## src/design/lcrt_pkg.sv

```systemverilog
`default_nettype none
// ----------------------------------------------------------------------------
// Longest consecutive run tracker: shared package
// Word types, controller command and status records, and table constants.
// ----------------------------------------------------------------------------
package lcrt_pkg;

    localparam int TABLE_ENTRIES_DEF = 1024;
    localparam int MAX_PROBES_DEF    = 16;

    localparam logic [31:0] HASH_MULT = 32'd2654435761;
    localparam logic [31:0] KEY_MIN   = 32'h8000_0000;
    localparam logic [31:0] KEY_MAX   = 32'h7fff_ffff;
    localparam logic [10:0] OUT_MAX   = 11'd2047;

    typedef struct packed {
        logic signed [31:0] item_value;
        logic               start_set;
    } t_in;

    typedef struct packed {
        logic [10:0] longest_run;
        logic        was_duplicate;
        logic        table_full;
    } t_out;

    // Which key a table walk searches for.
    typedef enum logic [2:0] {
        WALK_SELF  = 3'd0,
        WALK_LEFT  = 3'd1,
        WALK_RIGHT = 3'd2,
        WALK_LOW   = 3'd3,
        WALK_UP    = 3'd4
    } t_walk;

    // Which table entry is written.
    typedef enum logic [1:0] {
        WR_NONE = 2'd0,
        WR_SELF = 2'd1,
        WR_LOW  = 2'd2,
        WR_UP   = 2'd3
    } t_wr;

    typedef struct packed {
        logic  accept;
        logic  clr_step;
        logic  walk_start;
        t_walk walk_kind;
        logic  probe_start;
        logic  probe_run;
        t_wr   wr_sel;
        logic  best_update;
        logic  out_load;
    } t_cmd;

    typedef struct packed {
        logic clr_last;
        logic hash_done;
        logic walk_done;
        logic self_hit;
        logic self_full;
        logic key_min;
        logic key_max;
        logic lleft_nz;
        logic lright_nz;
        logic low_write;
        logic up_write;
        logic out_free;
    } t_stat;

endpackage
`default_nettype wire

```

## src/design/lcrt_ctrl.sv

```systemverilog
`default_nettype none
// ----------------------------------------------------------------------------
// Run tracker controller
// Sequences the clearing pass, the table walks for a key and its neighbors,
// the endpoint writes and the hand-off of the result word.
// ----------------------------------------------------------------------------
module lcrt_ctrl (
    input  logic            i_clk,
    input  logic            i_rst_n,
    input  logic            i_valid,
    input  logic            i_start_set,
    output logic            o_stall,
    output lcrt_pkg::t_cmd  o_cmd,
    input  lcrt_pkg::t_stat i_stat
);
    import lcrt_pkg::*;

    typedef enum logic [9:0] {
        S_CLEAR  = 10'b00_0000_0001,
        S_IDLE   = 10'b00_0000_0010,
        S_LAUNCH = 10'b00_0000_0100,
        S_HASH   = 10'b00_0000_1000,
        S_PROBE  = 10'b00_0001_0000,
        S_NEXT   = 10'b00_0010_0000,
        S_WR_SELF = 10'b00_0100_0000,
        S_WR_LOW = 10'b00_1000_0000,
        S_WR_UP  = 10'b01_0000_0000,
        S_DONE   = 10'b10_0000_0000
    } t_state;

    t_state r_state;
    t_state n_state;
    t_walk  r_walk;
    t_walk  n_walk;
    logic   r_held;
    logic   n_held;
    logic   launch;
    t_walk  launch_kind;

    always_comb begin
        n_state     = r_state;
        n_walk      = r_walk;
        n_held      = r_held;
        launch      = 1'b0;
        launch_kind = WALK_SELF;
        o_cmd       = '0;
        o_cmd.walk_kind = r_walk;
        o_stall     = 1'b1;

        case (r_state)
            S_CLEAR: begin
                o_cmd.clr_step = 1'b1;
                if (i_stat.clr_last) begin
                    n_held  = 1'b0;
                    n_state = r_held ? S_LAUNCH : S_IDLE;
                end
            end
            S_IDLE: begin
                o_stall = 1'b0;
                if (i_valid) begin
                    o_cmd.accept = 1'b1;
                    if (i_start_set) begin
                        n_held  = 1'b1;
                        n_state = S_CLEAR;
                    end else begin
                        n_state = S_LAUNCH;
                    end
                end
            end
            S_LAUNCH: begin
                launch      = 1'b1;
                launch_kind = WALK_SELF;
            end
            S_HASH: begin
                if (i_stat.hash_done) begin
                    o_cmd.probe_start = 1'b1;
                    n_state = S_PROBE;
                end
            end
            S_PROBE: begin
                o_cmd.probe_run = 1'b1;
                if (i_stat.walk_done) begin
                    n_state = S_NEXT;
                end
            end
            S_NEXT: begin
                // The run below the key is found first, then the run above it,
                // then the far end of each run that exists.
                case (r_walk)
                    WALK_SELF: begin
                        if (i_stat.self_hit || i_stat.self_full) begin
                            n_state = S_DONE;
                        end else if (!i_stat.key_min) begin
                            launch      = 1'b1;
                            launch_kind = WALK_LEFT;
                        end else if (!i_stat.key_max) begin
                            launch      = 1'b1;
                            launch_kind = WALK_RIGHT;
                        end else begin
                            n_state = S_WR_SELF;
                        end
                    end
                    WALK_LEFT: begin
                        if (!i_stat.key_max) begin
                            launch      = 1'b1;
                            launch_kind = WALK_RIGHT;
                        end else if (i_stat.lleft_nz) begin
                            launch      = 1'b1;
                            launch_kind = WALK_LOW;
                        end else begin
                            n_state = S_WR_SELF;
                        end
                    end
                    WALK_RIGHT: begin
                        if (i_stat.lleft_nz) begin
                            launch      = 1'b1;
                            launch_kind = WALK_LOW;
                        end else if (i_stat.lright_nz) begin
                            launch      = 1'b1;
                            launch_kind = WALK_UP;
                        end else begin
                            n_state = S_WR_SELF;
                        end
                    end
                    WALK_LOW: begin
                        if (i_stat.lright_nz) begin
                            launch      = 1'b1;
                            launch_kind = WALK_UP;
                        end else begin
                            n_state = S_WR_SELF;
                        end
                    end
                    WALK_UP: begin
                        n_state = S_WR_SELF;
                    end
                    default: begin
                        n_state = S_DONE;
                    end
                endcase
            end
            S_WR_SELF: begin
                o_cmd.wr_sel      = WR_SELF;
                o_cmd.best_update = 1'b1;
                if (i_stat.low_write) begin
                    n_state = S_WR_LOW;
                end else if (i_stat.up_write) begin
                    n_state = S_WR_UP;
                end else begin
                    n_state = S_DONE;
                end
            end
            S_WR_LOW: begin
                o_cmd.wr_sel = WR_LOW;
                n_state = i_stat.up_write ? S_WR_UP : S_DONE;
            end
            S_WR_UP: begin
                o_cmd.wr_sel = WR_UP;
                n_state = S_DONE;
            end
            S_DONE: begin
                if (i_stat.out_free) begin
                    o_cmd.out_load = 1'b1;
                    n_state = S_IDLE;
                end
            end
            default: begin
                n_state = S_IDLE;
            end
        endcase

        if (launch) begin
            o_cmd.walk_start = 1'b1;
            o_cmd.walk_kind  = launch_kind;
            n_walk           = launch_kind;
            n_state          = S_HASH;
        end
    end

    always_ff @(posedge i_clk) begin
        if (!i_rst_n) begin
            r_state <= S_CLEAR;
            r_walk  <= WALK_SELF;
            r_held  <= 1'b0;
        end else begin
            r_state <= n_state;
            r_walk  <= n_walk;
            r_held  <= n_held;
        end
    end

endmodule
`default_nettype wire
```

## config.mk

```make
export PLATFORM = sky130hd
export DESIGN_NAME = lcrt_ctrl
export DESIGN_NICKNAME = d
export VERILOG_FILES = /design/src/design/lcrt_pkg.sv /design/src/design/lcrt_ctrl.sv
export SDC_FILE = /design/constraint.sdc
export NUM_CORES = 1
export LEC_CHECK = 0
export BUFFER_PORTS_ARGS = -buffer_cell sky130_fd_sc_hd__clkbuf_2
export CAP_MARGIN = 20
export CORE_UTILIZATION = 55
export DETAILED_ROUTE_END_ITERATION = 8
export GPL_TIMING_DRIVEN = 0
export PLACE_DENSITY = 0.83
export SYNTH_ARGS = -nofsm -noshare
export SYNTH_HDL_FRONTEND = slang
export SYNTH_SLANG_ARGS = --single-unit
export TNS_END_PERCENT = 50
```

## constraint.sdc

```tcl
create_clock -name i_clk -period 4.2 [get_ports i_clk]
set_input_delay 0.42 -clock i_clk [delete_from_list [all_inputs] [get_ports i_clk]]
set_output_delay 0.42 -clock i_clk [all_outputs]
set_load 0.01 [all_outputs]
```

=== Yosys cells after proc, flatten, opt, wreduce, memory -nomap -nowiden ===
Index checks and enable logic that the tools add are counted.

* Input port bits: 16
* Word-level logic and storage cells: 102
* Bits in registers: 14
* Output and inout port bits: 13

* Eq/ne operators: 36
* Multiplexer cells: 53
* Reductions and logical operators: 7
* Bitwise gates (word level): 2

{| class="wikitable"
|+ Operators with widths
! operator !! number
|-
| two-way mux 10 bit || 14
|-
| one-hot mux 10 bit (10 select lines) || 1
|-
| one-hot mux 10 bit (5 select lines) || 1
|-
| != test 3 bit, second input constant || 8
|-
| AND reduction 11 bit || 2
|-
| two-way mux 1 bit || 20
|-
| != test 4 bit, second input constant || 5
|-
| two-way mux 3 bit || 5
|-
| != test 2 bit, second input constant || 7
|-
| one-hot mux 3 bit (4 select lines) || 1
|-
| == test 10 x 1 -> 1 bit, second input constant || 1
|-
| == test 10 bit, second input constant || 1
|-
| == test 10 x 2 -> 1 bit, second input constant || 1
|-
| == test 10 x 3 -> 1 bit, second input constant || 1
|-
| == test 10 x 4 -> 1 bit, second input constant || 1
|-
| == test 10 x 5 -> 1 bit, second input constant || 1
|-
| == test 10 x 6 -> 1 bit, second input constant || 1
|-
| == test 10 x 7 -> 1 bit, second input constant || 1
|-
| == test 10 x 8 -> 1 bit, second input constant || 1
|-
| == test 10 x 9 -> 1 bit, second input constant || 1
|-
| two-way mux 2 bit || 5
|-
| != test 5 bit, second input constant || 2
|-
| two-way mux 4 bit || 2
|-
| == test 3 x 2 -> 1 bit, second input constant || 2
|-
| 11 further kinds || 13
|}

=== Logic depth before layout (Yosys ltp) ===
* Depth in word-level cells: 7
* Depth in mapped cells: 8
* Mapped depth without buffers: 5

=== Worst setup path before layout ===
Ideal clock, no wire load.

* Path kind: flip-flop to output port
* Start: reg r_walk[0]
* End: out o_cmd[6] in the netlist's numbering
* Data required time: 3780 ps
* Stages on the path, launching flop included: 8
* Path buffers: 2
* Slack: 2053 ps
* Arrival: 1727 ps
* Cells stage by stage: dfxtp_1 -> buf_6 -> or3_4 -> o32ai_1 -> o2111ai_1 -> and2_1 -> buf_6 -> a22o_1

{| class="wikitable"
|+ RTL lines
! what !! line !! text
|-
| from (decl) || lcrt_ctrl.sv:33 || <nowiki>t_walk r_walk;</nowiki>
|-
| from (signal assigned) || lcrt_ctrl.sv:186 || <nowiki>r_walk <= n_walk;</nowiki>
|-
| to (decl) || lcrt_ctrl.sv:13 || <nowiki>output lcrt_pkg::t_cmd o_cmd,</nowiki>
|}

==> impl_metrics.csv <==
group,metric,value,unit
outcome,run_status,"finished clean",
timing,slew_violations,0,
critical_path,cp_num_cells,8,
cells_and_area,multi_input_area,727,um^2
cells_and_area,post-route-util,72.2,%
clocking,cts_buffer_depth,2,
yosys,yosys_warnings,0,
power_and_ir_drop,clkPwrFrac,31.8,%
critical_path,path_max_fanout,9,
power_and_ir_drop,p_int,0.000218,W
critical_path,regToRegSetupSlack,2.23,ns
power_and_ir_drop,p_comb_share,21.9,%
floorplanning,core_area,0.00180,mm^2
placement,place_ws,1.83,ns
power_and_ir_drop,power_density,236,mW/mm^2
clocking,cts_setup_buffers,0,
drt,postRouteWirelength,2.75,mm
timing,setup_viol,0,
timing,slew_headroom,66.6,%
drt,drt-pass1-iter-count,4,
critical_path,end_kind,"output pin",
yosys,netlist_area,0.00109,mm^2
critical_path,path_delay_family,"compound AO/OA/AOI/OAI gates",
drt,vias,1226,
clocking,path_clk_slew,0.09,ns
clocking,cts_buffers,3,
critical_path,crit_chain,"buf_6 > or3_4 > o32ai_1 > o2111ai_1 > and2_1 > buf_6 > a22o_1 > clkbuf_2",
critical_path,rr_worst_depth,7,
placement,dp_hpwl,2.19,mm
yosys,seq_area_frac_synth,25.7,%
floorplanning,dieWidth,46.6,um
timing,fmax,373,MHz
global_routing,grt_pass1_wl,4.26,mm
cells_and_area,final_cell_area,0.00130,mm^2
timing,min_period,2.68,ns
clocking,cts_max_level,1,
timing,hold_viol_final,0,
floorplanning,die_y,46.6,um
floorplanning,start_util,60.6,%
floorplanning,die_area,0.00217,mm^2
clocking,cts_resized,0,
yosys,synth_cell_types,47,
global_routing,antenna_found_initial,0,
floorplanning,ios,29,
placement,place_area,0.00126,mm^2
worst_hold_path,holdPathStages,2,
cells_and_area,layout-drive-gt1-share,24.0,%
placement,placedCellCount,200,
critical_path,crit_arrival,2.26,ns
yosys,synth_cells,147,
worst_hold_path,hold_path.class,"in -> reg",
power_and_ir_drop,p_leak,0.568,nW
critical_path,path_class,"reg -> out",
cells_and_area,fillerInstances,168,
placement,numPortBuffers,28,
clocking,tritoncts,"built",
cells_and_area,syn2layout_area_growth,19.0,%
global_routing,grt_pass1_vias,1005,
floorplanning,rows,15,
critical_path,start_kind,"register",
cells_and_area,final_nets,196,
global_routing,grt_start_max_net_pins,11,
power_and_ir_drop,switchingPower,0.0000888,W
timing,finClkSkew,0.00898,ns
clocking,numClockSinks,14,
drt,wl_per_cell,13.5,um
drt,drc,0,
placement,gp_congestion,0.908,
drt,ant_nets,0,
timing,rsz0062_at_grt,"false",
clocking,ctsHoldBuffers,0,
timing,min_period_over_period,63.8,%
power_and_ir_drop,ir_worst_vdd,0.177,mV
power_and_ir_drop,p_seq_share,46.3,%
drt,drt_iter0_markers,47,
cells_and_area,final_cells,204,
critical_path,slowest_stage,"or3_4",
yosys,syn_area_per_cell,7.43,um^2
yosys,synth-seq-cells,14,
critical_path,required,3.78,ns
timing,timing.setup.tns,0,ns
timing,max_slew.worst_pin.slew,0.499,ns
critical_path,cpMostUsedCell,"buf_6",
critical_path,slowest_delay,0.38,ns
timing,fin_ws,1.52,ns
drt,vias_per_cell,6.01,
critical_path,path_buf_inv,3,
global_routing,grtUsageTotal,27.7,%
clocking,insertion_delay,0.29,ns
yosys,syn-num-nets,163,
cells_and_area,seq_area,280,um^2
power_and_ir_drop,p_sw_share,28.9,%
cells_and_area,insertedDiodeCount,0,
global_routing,grt_overflow_total,0,
clocking,root_buffer,"clkbuf_4",
flow_run,maxCapViolCount,0,
-- worst reg2reg max path, cell delays in order, from the launching register on --
cell and delay, ns:
dfxtp_1 0.32, buf_6 0.13, or3_4 0.38, o32ai_1 0.29, o2111ai_1 0.17, and2_1 0.22
buf_6 0.13, a32o_1 0.24
-- state kept, by name, indices dropped and copies added (netlist names) --
register,count
r_state,10
r_held,1
r_walk,3
-- power by group through the flow --
stage	sequential, W	combinational (W)	clock [W]
2_1_floorplan	0.000143	0.0000449	0
3_3_place_gp	0.000145	0.0000639	0
3_5_place_dp	0.000145	0.0000663	0
4_1_cts	0.000142	0.0000666	0.0000996
5_1_grt	0.000143	0.0000740	0.000107
6_report	0.000142	0.0000673	0.0000977
-- synth_stat cells (all sizes together) --
cell type  count  area (um^2)
buf            4         35.0
nor4           3         25.0
o311a          1         10.0
a21oi          3         15.0
o21ba          1         10.0
xnor2          2         17.5
nor2          14         52.6
nor2b          8         50.1
nand3          5         25.0
a211oi         1         7.51
clkbuf         2         8.75
nor4b          1         8.76
o21a           1         7.51
dfxtp         14          280
nand3b         2         15.0
nor3b          2         15.0
nor3          10         50.1
a31oi          2         12.5
nand2          8         30.0
or2            2         12.5
a32o           3         30.0
a22o           2         17.5
or3            2         17.5
o31ai          2         15.0
o41ai          1         8.76
and2b          1         7.51
nand2b         6         37.5
and2           4         25.0
o2bb2ai        1         8.76
a311oi         1         8.76
nand4b         1         8.76
or3b           1         8.76
and3           6         37.5
inv           11         41.3
o2111ai        1         8.76
a21o           1         7.51
a221oi         1         8.76
o211ai         2         15.0
nand4          4         25.0
o32a           1         10.0
o21ai          6         30.0
o32ai          3         26.3
-- layout by cell type (no fill, tap or decap), drive strengths merged, types with 3 or more instances in the layout --
master,instances
and2,4
nor4,3
clkbuf,34
nor2,14
nand2,8
nand3,5
nor2b,8
nand4,4
buf,4
nand2b,6
inv,11
a32o,3
and3,6
dfxtp,14
o21ai,6
nor3,10
a21oi,3
o32ai,3
-- cell type report --
cell class	instances	share of cell area (%)
plain buffers	6	3.37
clock buffers	4	2.79
inverters	11	3.18
multi-input cells	116	55.9
flip-flops and latches	14	21.6
well taps	25	2.41
repair buffers	28	10.8
-- path summary, 6_finish.rpt --
path / from / to
max: r_walk[0] / o_cmd[7]
min: i_stat[11] / r_held
max reg2reg: r_walk[0] / r_walk[0]
min reg2reg: r_held / r_held
-- through the flow --
| stage | power (W) | hold WS (ns) |
|---|---|---|
| after floorplan | 0.000188 | 0.455 |
| after global placement | 0.000209 | 0.479 |
| after detailed placement | 0.000211 | 0.488 |
| after CTS | 0.000308 | 0.346 |
| after global routing | 0.000324 | 0.342 |
| final | 0.000307 | 0.348 |
-- routing by layer --
| metal | share of wire (%) | track usage, % | vias to the layer above |
|---|---|---|---|
| met5 | 0 | 0 | - |
| met4 | 0.33 | 3.53 | 0 |
| met3 | 6.4 | 7.06 | 2 |
| met2 | 46 | 45.6 | 45 |
| met1 | 47 | 36.9 | 576 |
| li1 | - | - | 603 |
-- cell families (layout without fill, tap and decap cells) --
| family | after synthesis | after routing | synth area share (%) |
|---|---|---|---|
| AND/OR/NAND/NOR | 80 | 80 | 41.4 |
| AO/OA/AOI/OAI | 34 | 34 | 23.6 |
| buffers and inverters | 17 | 49 | 7.79 |
| flip-flops | 14 | 14 | 25.7 |
| XOR/XNOR | 2 | 2 | 1.60 |
Power figures use the tool's default switching activity.
